## config.mk

```make
export PLATFORM = sky130hd
export DESIGN_NAME = dtl_front
export DESIGN_NICKNAME = d
export VERILOG_FILES = /design/src/dtl_pkg.sv /design/src/dtl_front.sv
export SDC_FILE = /design/constraint.sdc
export NUM_CORES = 1
export LEC_CHECK = 0
export BUFFER_PORTS_ARGS = -buffer_cell sky130_fd_sc_hd__buf_2
export CAP_MARGIN = 20
export CORE_ASPECT_RATIO = 0.5
export CORE_MARGIN = 1.5
export CORE_UTILIZATION = 55
export DETAILED_ROUTE_END_ITERATION = 8
export PLACE_DENSITY = 0.74
export SLEW_MARGIN = 20
export SYNTH_ARGS = -nofsm -noshare
export SYNTH_HDL_FRONTEND = slang
export SYNTH_SLANG_ARGS = --single-unit
```

## constraint.sdc

```tcl
create_clock -name clk -period 10.7 [get_ports clk]
set_input_delay 0.535 -clock clk [delete_from_list [all_inputs] [get_ports clk]]
set_output_delay 0.535 -clock clk [all_outputs]
set_load 0.03 [all_outputs]
```

## src/dtl_pkg.sv

```systemverilog
`default_nettype none
package dtl_pkg;
  localparam int MAX_NODES_DEF = 1024;
  localparam int LIFT_LEVELS_DEF = 10;
  localparam int ID_W = 10;
  localparam int QDEPTH = 2;

  typedef enum logic [1:0] {
    REQ_ADD = 2'd0,
    REQ_REMOVE = 2'd1,
    REQ_QUERY = 2'd2,
    REQ_NONE = 2'd3
  } req_t;

  typedef struct packed {
    req_t req;
    logic [ID_W-1:0] a;
    logic [ID_W-1:0] b;
    logic bad;
  } cmd_t;

  typedef enum logic [4:0] {
    S_INIT, S_IDLE, S_RD_DA, S_RD_DB, S_WAIT_D, S_CMP,
    S_CLIMB_RD, S_CLIMB_WT, S_SAME_CHK, S_SAME_RD, S_SAME_WT, S_SAME_DEP, S_SAME_END,
    S_SAME_END_WT, S_UP_RD, S_UP_WT, S_CMP_RD, S_CMP_WT, S_CMP_W, S_OUT,
    S_ADD_RD, S_ADD_WT, S_ADD_LOOP, S_ADD_RDK, S_ADD_WTK, S_RM_RD, S_RM_WT,
    S_RM_RD2, S_RM_WT2
  } state_t;
endpackage
`default_nettype wire

```

## src/dtl_front.sv

```systemverilog
`default_nettype none
module dtl_front #(
  parameter int MAX_NODES = dtl_pkg::MAX_NODES_DEF
) (
  input wire logic clk,
  input wire logic rst,
  input wire logic in_valid,
  output logic in_ready,
  input wire logic [1:0] req_type,
  input wire logic [dtl_pkg::ID_W-1:0] node_a,
  input wire logic [dtl_pkg::ID_W-1:0] node_b,
  output logic q_valid,
  input wire logic q_ready,
  output dtl_pkg::cmd_t q_cmd
);
  localparam int CW = $clog2(MAX_NODES + 1);
  localparam int PW = $clog2(dtl_pkg::QDEPTH);
  // front keeps its own node count, tracking adds that will succeed
  logic [CW-1:0] count;
  dtl_pkg::cmd_t fifo [dtl_pkg::QDEPTH];
  logic [PW-1:0] wp, rp;
  logic [PW:0] used;
  dtl_pkg::cmd_t c;
  logic push, pop, keep;
  logic [CW-1:0] ea, eb;

  assign in_ready = (used != (PW+1)'(dtl_pkg::QDEPTH));
  assign q_valid = (used != '0);
  assign q_cmd = fifo[rp];
  assign pop = q_valid && q_ready;

  always_comb begin
    ea = CW'(node_a);
    eb = CW'(node_b);
    c.req = dtl_pkg::req_t'(req_type);
    c.a = node_a;
    c.b = node_b;
    c.bad = 1'b0;
    keep = 1'b0;
    case (c.req)
      dtl_pkg::REQ_ADD: keep = (count < CW'(MAX_NODES)) && (ea < count);
      dtl_pkg::REQ_REMOVE: keep = (node_a != '0) && (ea < count);
      dtl_pkg::REQ_QUERY: begin
        keep = 1'b1;
        c.bad = (ea >= count) || (eb >= count);
      end
      default: keep = 1'b0;
    endcase
  end
  assign push = in_valid && in_ready && keep;

  always_ff @(posedge clk) begin
    if (rst) begin
      count <= CW'(1);
      wp <= '0;
      rp <= '0;
      used <= '0;
    end else begin
      if (push) begin
        fifo[wp] <= c;
        wp <= wp + PW'(1);
        if (c.req == dtl_pkg::REQ_ADD) count <= count + CW'(1);
      end
      if (pop) rp <= rp + PW'(1);
      used <= used + (PW+1)'(push) - (PW+1)'(pop);
    end
  end
endmodule
`default_nettype wire

```

### Word-level counts from Yosys, hierarchy flattened

Memories as Yosys holds them, arrays and structs flattened. A register that Yosys moved wholly into a read port is not among the register bits.
Index checks and enable logic that the tools add are counted.

* memories: 1
* bits in writable memories: 46
* output and inout bits: 25
* bits in registers: 15
* logic and storage cells: 34
* bits in read-only memories: 0
* bits in latches: 0

Memories
* fifo: depth 2, bits a word 23, read ports 1, clocked after memory_dff 1, wr ports 1, line dtl_front.sv:20 `dtl_pkg::cmd_t fifo [dtl_pkg::QDEPTH];`

* bitwise gates (word level): 0
* reduce and logical (&&, ||, !) cells: 10
* add/sub/neg operators: 5
* divide/modulo/power cells: 0
* multiply operators: 0
* shift-type cells: 0
* equal/unequal tests: 3
* multiplexer cells: 7
* magnitude comparators: 4

Operators with widths (count)
* >= comparator 10 x 11 -> 1 bit: 2
* adder 11 x 1 -> 11 bit (second input constant): 1
* < comparator 10 x 11 -> 1 bit: 1
* < comparator 11 bit (second input constant): 1
* nonzero test 10 bit: 1
* two-way mux 1 bit: 6
* logical AND 1 bit: 5
* case mux 1 bit (3 select lines): 1
* adder 1 bit (second input constant): 2
* adder 2 x 1 -> 2 bit: 1
* equality test 2 x 1 -> 1 bit (second input constant): 1
* equality test 2 bit (second input constant): 1
* zero test 2 bit: 1
* != test 2 bit (second input constant): 1
* AND reduction 2 bit: 1
* nonzero test 2 bit: 1
* subtractor 2 x 1 -> 2 bit: 1
* logical OR 1 bit: 1

### Logic depth before layout (Yosys ltp)

Gate-level depths: netlist of the first run.

* depth after elaboration: 7
* depth in mapped cells: 12

### Least setup slack after synthesis of the first run

Ideal clock, no wire load.

* path kind: input to register
* from: in node_a[4] (netlist bit)
* to: mem fifo[1][0] (netlist bit) (enable)
* cell stages on the path: 6
* path slack: 6741 ps
* buffers on the path: 0
* data arrival time: 3522 ps
* setup time: 437 ps
* data required time: 10263 ps
* path through: ha_1 > a211oi_2 > nor2_1 > o31a_1 > o32a_1 > nor3b_1

* longest elaborated chain between the ends: 7
* elaborated cells on any way between the ends: 9

Ends and longest elaborated chain
* start, declared: line dtl_front.sv:10 `input wire logic [dtl_pkg::ID_W-1:0] node_a,`
* < comparator 10 x 11 -> 1 bit or nonzero test 10 bit (tied branches): line dtl_front.sv:41, dtl_front.sv:42
* logical AND 1 bit, on equally long branches: line dtl_front.sv:42, dtl_front.sv:41
* case mux 1 bit (3 select lines) *: line dtl_front.sv:40 `case (c.req)`
* logical AND 1 bit *: line dtl_front.sv:50 `assign push = in_valid && in_ready && keep;`
* two-way mux 1 bit *: line dtl_front.sv:59 `if (push) begin`
* two-way mux 1 bit *: line dtl_front.sv:53 `if (rst) begin`
* two-way mux 1 bit (implied by the code) *: line dtl_front.sv:60 `fifo[wp] <= c;`
* end, declared: line dtl_front.sv:20

Every way passes the cells marked *; elsewhere a longest branch is shown, timed or not.

### Worst setup path in the final report of the first run

* from: reg count[4]
* to: reg used[1]

* longest elaborated chain between the ends: 6
* elaborated cells on any way between the ends: 8

Ends and longest elaborated chain
* start, declared: line dtl_front.sv:19 `logic [CW-1:0] count;`
* start signal, assigned: line dtl_front.sv:62 `if (c.req == dtl_pkg::REQ_ADD) count <= count + CW'(1);`
* < comparator 10 x 11 -> 1 bit or < comparator 11 bit (tied branches): line dtl_front.sv:41, dtl_front.sv:42
* logical AND 1 bit, on equally long branches: line dtl_front.sv:42, dtl_front.sv:41
* case mux 1 bit (3 select lines) *: line dtl_front.sv:40
* logical AND 1 bit *: line dtl_front.sv:50
* adder 2 x 1 -> 2 bit *: line dtl_front.sv:65 `used <= used + (PW+1)'(push) - (PW+1)'(pop);`
* subtractor 2 x 1 -> 2 bit *: line dtl_front.sv:65
* end signal, assigned: line dtl_front.sv:65
* end, declared: line dtl_front.sv:22 `logic [PW:0] used;`

Marks and branches as above.
A chain may end at the register's enable or synchronous reset.

==> qor.yml, run 1 <==
synth_fa_ha_area_frac: 0.0960
cts_tree: "done"
cts_setup_buffers: 0
maxSlewHeadroom: 0.310
cts_max_path_buffers: 2
synth_nets: 275
finalSetupViolCount: 0
antenna_found_initial: 0
cp_max_fo: 11
track_usage: 0.220
endpoint_kind: "flip-flop"
synth_edf_count: 46
synth_xor_area_frac: 0.0351
ant_nets: 0
drc: 0
dpl.hpwl_um: 4230
synth_area_leaders: "edfxtp_1 (46%), dfxtp_1 (11%), ha_1 (9.6%)"
antenna-diode-count: 0
syn_avg_cell_area_um2: 13.3
routed_wl_um: 5900
num_io_pins: 51
first_pass_iters: 4
synth-seq-cells: 62
worst-endpoint-arrival_ns: 3.27
synth_compound_area_frac: 0.0563
max_freq_mhz: 328
ys_seq_area_frac: 0.568
crit_required_ns: 10.92
finalSetupTns_ns: 0
grt_pass1_vias: 1897
multi_input_area_um2: 1230
wire_per_inst_um: 16.4
fin_skew_ns: 0.00862
synth_cells: 226
synth.mux.area_fraction: 0.0897
cts_inserted_buffers: 9
clk_latency_ns: 0.34
die-area_um2: 5930
grt-ovfl-total: 0
critPathTopFamily: "compound AO/OA/AOI/OAI gates"
route.vias.total: 1957
place_inst: 343
synth.top_cell.area_share: 0.461
cts_resized: 0
yosysWarnings: 0
power.leakage_nw: 1.29
synth_top_family_by_area: "simple AND/OR/NAND/NOR gates"
most-common-layout-cells: "buf_2 (50), edfxtp_1 (46), mux2_2 (23), ha_1 (23), nor2_1 (21)"
total_power_w: 0.000662
synth_cell_types: 45
power_density_nw_per_um2: 186
finalHoldViolCount: 0
regArea_um2: 1700
core_area_um2: 5090
grt_max_degree: 24
fin_crit_sh: 0.285
period_minus_slack_ns: 3.05
start_util: 0.589
cts_sinks: 62
cpMostUsedCell: "ha_1"
vias_per_cell: 5.45
ctsRootBufferMaster: "clkbuf_8"
area_growth_pct: 18.6
fill_cells: 389
hp-class: "in -> reg"
grt_pass1_wl_um: 9550
syn-cell-area_um2: 3000
final_cells: 359
status: "completed"
synth-simple-area-share: 0.129
num_rows: 18
cts_hold_repair.buffers: 0
critPathSlowestCell: "o32a_1"
dieWidth_um: 107
drtIter0Drc: 117
peakVddDrop_mv: 0.146
crit_buf_inv: 2
drive_above_1_share: 0.349
path_clk_slew_ns: 0.07
ys.flop_type: "edfxtp_1"
routabilityCongestion: 0.892
critical_path_class: "reg -> reg"
startpoint_type: "flip-flop"
max_stage_delay_ns: 0.51
synth-async-reset-ratio: 0
die_h_um: 55.2
rsz0062_at_grt: "no"
htree_num_levels: 3
port-buffer-count: 50
tightest_slew_ns: 1.03
nets: 333
mostFrequentLayoutCell: "buf_2"
yosys.area.top_type: "edfxtp_1"
drv_cap: 0
crit_chain: "inv_1, ha_1, a211oi_2, nor2_1, o31a_1, o32a_1, ha_1, inv_1, ha_1, xor2_1, xnor2_1, nor2_1"
drv_slew: 0
-- registers in the layout (all words and copies together), names as in the netlist, named ones only --
register,count
fifo,46
count,11
used,2
rp,1
wp,1
-- logic make-up (layout without fill, tap and decap cells) --
| group | Yosys count | in the layout |
|---|---|---|
| AO/OA/AOI/OAI | 23 | 23 |
| XOR/XNOR | 12 | 12 |
| adder cells (fa/ha/maj) | 23 | 23 |
| buffers and inverters | 19 | 82 |
| flip-flops | 62 | 62 |
| multiplexers | 24 | 24 |
| AND/OR/NAND/NOR | 63 | 63 |
-- cell usage after synthesis, types with 2 or more instances --
library cell	count
o21a_1	2
nand2_1	8
nor4_2	3
nand2b_1	3
nand3_1	3
nor3_1	6
nor4_1	2
xor2_1	2
clkbuf_1	3
edfxtp_1	46
ha_1	23
nand4_1	4
dfxtp_1	16
nor2_1	21
inv_1	14
mux2_2	23
nor2b_1	3
xnor2_1	10
o21ai_0	6
a21oi_1	3
-- power by group --
part	switching (W)	total (W)	internal, W
combinational	0.0000884	0.000149	0.0000611
clock	0.0000940	0.000225	0.000131
sequential	0.0000158	0.000287	0.000271
-- area by class of cell --
type | instances | area share
timing repair buffer | 52 | 0.0746
inverter | 14 | 0.0148
clock buffer | 9 | 0.0348
clock inverter | 7 | 0.0271
sequential | 62 | 0.479
multi-input combinational | 145 | 0.345
tap | 70 | 0.0246
-- layer usage --
metal,global-route usage,share of wire,vias up
li1,-,-,957
met2,0.318,0.43,63
met3,0.0685,0.067,9
met5,0,0,-
met1,0.307,0.48,928
met4,0.0940,0.017,0
-- path summary, 6_finish.rpt --
check / start / end / slack, ns / cells past startpoint
max: count[4] / used[1] / 7.65 / 12
min: node_b[2] / fifo[1][3] / 0.40 / 1
max reg2reg: count[4] / used[1] / 7.65 / 12
min reg2reg: rp / rp / 0.52 / 2
-- per-stage QoR --
step | worst slack [ns] | util | area [µm²] | hold slack [ns]
CTS | 7.64 | 0.698 | 3550 | 0.386
floorplan | 6.74 | - | 3000 | 0.481
finish | 7.65 | 0.698 | 3550 | 0.402
detailed placement | 7.44 | 0.655 | 3330 | 0.499
global route | 7.44 | 0.698 | 3550 | 0.387
global placement | 7.55 | 0.655 | 3330 | 0.497
Power figures use the tool's default switching activity.
==> run 2, diff against run 1 <==
ABC_AREA = 1   (was default)
clock period = 3 ns   (was 10.7 ns; I/O delays follow)
==> qor.yml, run 2 <==
cts_tree: "done"
num_rows: 19  # +1
cts_sinks: 62  # unchanged
finalSetupViolCount: 0  # unchanged
grt-ovfl-total: 0  # unchanged
core_area_um2: 5470  # +7.4%
synth-simple-area-share: 0.149  # +0.0196
cts_inserted_buffers: 9  # unchanged
route.vias.total: 2256  # +15%
synth.mux.area_fraction: 0.0836  # -0.00616
peakVddDrop_mv: 0.454  # +210%
p_int_w: 0.00181  # +290%
power_frac_comb: 0.224  # -0.002
critPathTopFamily: "adder cells"
die-area_um2: 6120  # +3.2%
fin_crit_sh: 0.891  # +0.606
power.leakage_nw: 1.53  # +19%
port-buffer-count: 50  # unchanged
ys_seq_area_frac: 0.549  # -0.0186
synth_top_family_by_area: "simple AND/OR/NAND/NOR gates"
crit_chain: "inv_1, ha_1, a21oi_1, nand2_1, nand2_1, nand3_2, o21ai_4, nand2_4, ha_1, inv_1, ha_1, xor2_1, o21ai_0, a21oi_1"
crit_buf_inv: 2  # unchanged
synth_cells: 278  # +23%
synth_xor_area_frac: 0.0254  # -0.00962
final_area_um2: 3750  # +5.5%
ant_nets: 0  # unchanged
drtIter0Drc: 131  # +12%
endpoint_kind: "flip-flop"
seqPwrFrac: 0.386  # -0.048
antenna-diode-count: 0  # unchanged
fin_hold_ws_ns: 0.0305  # -0.372 ns
crit_required_ns: 3.21  # -7.71 ns
synth-async-reset-ratio: 0  # unchanged
dieWidth_um: 109  # +1.6%
synth_edf_count: 46  # unchanged
max_freq_mhz: 374  # +14%
synth_fa_ha_area_frac: 0.0929  # -0.00314
cts_setup_buffers: 0  # unchanged
synth_nets: 327  # +19%
synth_area_leaders: "edfxtp_1 (45%), dfxtp_1 (10%), ha_1 (9.3%)"
yosys.area.top_type: "edfxtp_1"
period_minus_slack_ns: 2.67  # -0.378 ns
power.switching_w: 0.000747  # +280%
most-common-layout-cells: "buf_2 (50), edfxtp_1 (46), nand2_1 (44)"
track_usage: 0.225  # +0.00505
regMostFlops: "fifo"
dpl_cell_area_um2: 3460  # +3.8%
critical_path_class: "reg -> reg"
syn_avg_cell_area_um2: 11.1  # -16%
vias_per_cell: 5.41  # -0.76%
htree_num_levels: 3  # unchanged
max_stage_delay_ns: 0.41  # -0.10 ns
fin_skew_ns: 0.00681  # -0.00181 ns
reg_top3: "fifo x46, count x11, used x2"
wire_per_inst_um: 15.3  # -6.8%
startpoint_type: "flip-flop"
drc: 0  # unchanged
hp-class: "in -> reg"
syn-cell-area_um2: 3100  # +3.4%
cpMostUsedCell: "ha_1"
maxSlewHeadroom: 0.654  # +0.345
worst-endpoint-arrival_ns: 2.88  # -0.39 ns
yosysMostFrequentCell: "edfxtp_1"
synth-seq-cells: 62  # unchanged
grt_max_degree: 24  # unchanged
routed_wl_um: 6390  # +8.3%
status: "completed"
finalHoldViolCount: 0  # unchanged
clk_latency_ns: 0.33  # about the same
cts_resized: 0  # unchanged
yosysWarnings: 0  # unchanged
grt_pass1_vias: 2095  # +10%
ctsRootBufferMaster: "clkbuf_16"
cp_max_fo: 10  # -1
routabilityCongestion: 0.918  # +2.8%
nets: 388  # +17%
fill_cells: 420  # +8.0%
ys.flop_type: "edfxtp_1"
drv_slew: 0  # unchanged
synth_cell_types: 33  # -27%
synth_compound_area_frac: 0.0553  # -0.00104
largest_reg_flops: 46  # unchanged
cts_max_path_buffers: 2  # unchanged
die_h_um: 56.1  # +1.6%
first_pass_iters: 4  # unchanged
mostFrequentLayoutCell: "buf_2"
dpl.hpwl_um: 4540  # +7.2%
area_growth_pct: 21.0
cts_hold_repair.buffers: 0  # unchanged
drive_above_1_share: 0.314  # -0.0355
grt_pass1_wl_um: 9940  # +4.1%
clock_power_share: 0.389  # +0.049
path_clk_slew_ns: 0.05  # -0.02 ns
antenna_found_initial: 0  # unchanged
synth.top_cell.area_share: 0.446  # -0.0151
num_io_pins: 51  # unchanged
swShare: 0.292  # -0.00756
finalSetupTns_ns: 0  # unchanged
power_density_nw_per_um2: 683  # +270%
tightest_slew_ns: 0.514  # -0.521 ns
critPathSlowestCell: "dfxtp_1"
rsz0062_at_grt: "no"
start_util: 0.567  # -0.0222
synth_common_cells: "edfxtp_1 (46), nand2_1 (44), inv_1 (29)"
drv_cap: 0  # unchanged
==> run 2: changes by cell type after synthesis, sizes merged, moves of 4 or more <==
cell,delta
nand3,+4
xor2,+7
a21oi,+18
xnor2,-10
inv,+16
nand4,+6
nor4,-5
nand2,+38
==> run 2: area by class of cell <==
cell class / count / area, µm² / share of cell area
Tap cell: 73 / 91.3 / 0.0243
Sequential cell: 62 / 1700 / 0.454
Multi-Input combinational cell: 181 / 1270 / 0.338
Clock inverter: 6 / 62.6 / 0.0167
Clock buffer: 10 / 229 / 0.0610
Timing Repair Buffer: 55 / 288 / 0.0767
Inverter: 30 / 113 / 0.0300
==> run 2: path summary, 6_finish.rpt <==
kind	start	slack, ns	to	cells after the start
setup / recovery	count[2]	0.33	used[1]	14
hold / removal	node_b[1]	0.03	fifo[0][2]	1
setup reg to reg	count[2]	0.33	used[1]	14
hold reg to reg	rp	0.45	flip-flop	1
==> run 2: worst register-to-register path: cells and delay by family, from the launching register on <==
| kind | cells | cell delay, ns |
|---|---|---|
| adder cells (fa/ha/maj) | 3 | 0.81 |
| AO/OA/AOI/OAI | 4 | 0.64 |
| flip-flops | 1 | 0.41 |
| AND/OR/NAND/NOR | 4 | 0.38 |
| buffers and inverters | 2 | 0.18 |
| XOR/XNOR | 1 | 0.15 |
==> run 2: logic make-up after synthesis <==
kind of cell	Yosys count
xor gates and xnor gates	9
AOI/OAI and AO/OA	30
buffers and inverters	35
adders and majority gates	23
and+or+nand+nor	96
DFF	62
muxes	23
==> run 2: power by group through the flow <==
stage / sequential [W] / combinational [W] / clock [W]
after floorplan: 0.00100 / 0.000414 / 0
after global placement: 0.00100 / 0.000559 / 0
after detailed placement: 0.00101 / 0.000574 / 0
after CTS: 0.000988 / 0.000580 / 0.00101
after global routing: 0.000992 / 0.000622 / 0.00106
final: 0.000989 / 0.000575 / 0.000997
==> run 2: layer usage <==
layer / GRT usage / share of wire / up-vias / routed length, µm
li1: - / - / 1103 / -
met1: 0.285 / 0.46 / 1058 / 2950
met2: 0.351 / 0.45 / 75 / 2890
met3: 0.0726 / 0.062 / 20 / 396
met4: 0.105 / 0.023 / 0 / 147
met5: 0 / 0 / - / 0
==> run 2: stage by stage <==
stage	utilization	power (W)	worst slack (ns)	std cells
after floorplan	-	0.00142	0.163	278
after global placement	0.633	0.00156	0.446	401
after detailed placement	0.633	0.00158	0.345	401
after CTS	0.686	0.00258	0.323	417
after global routing	0.686	0.00267	0.153	417
final	0.686	0.00256	0.328	417
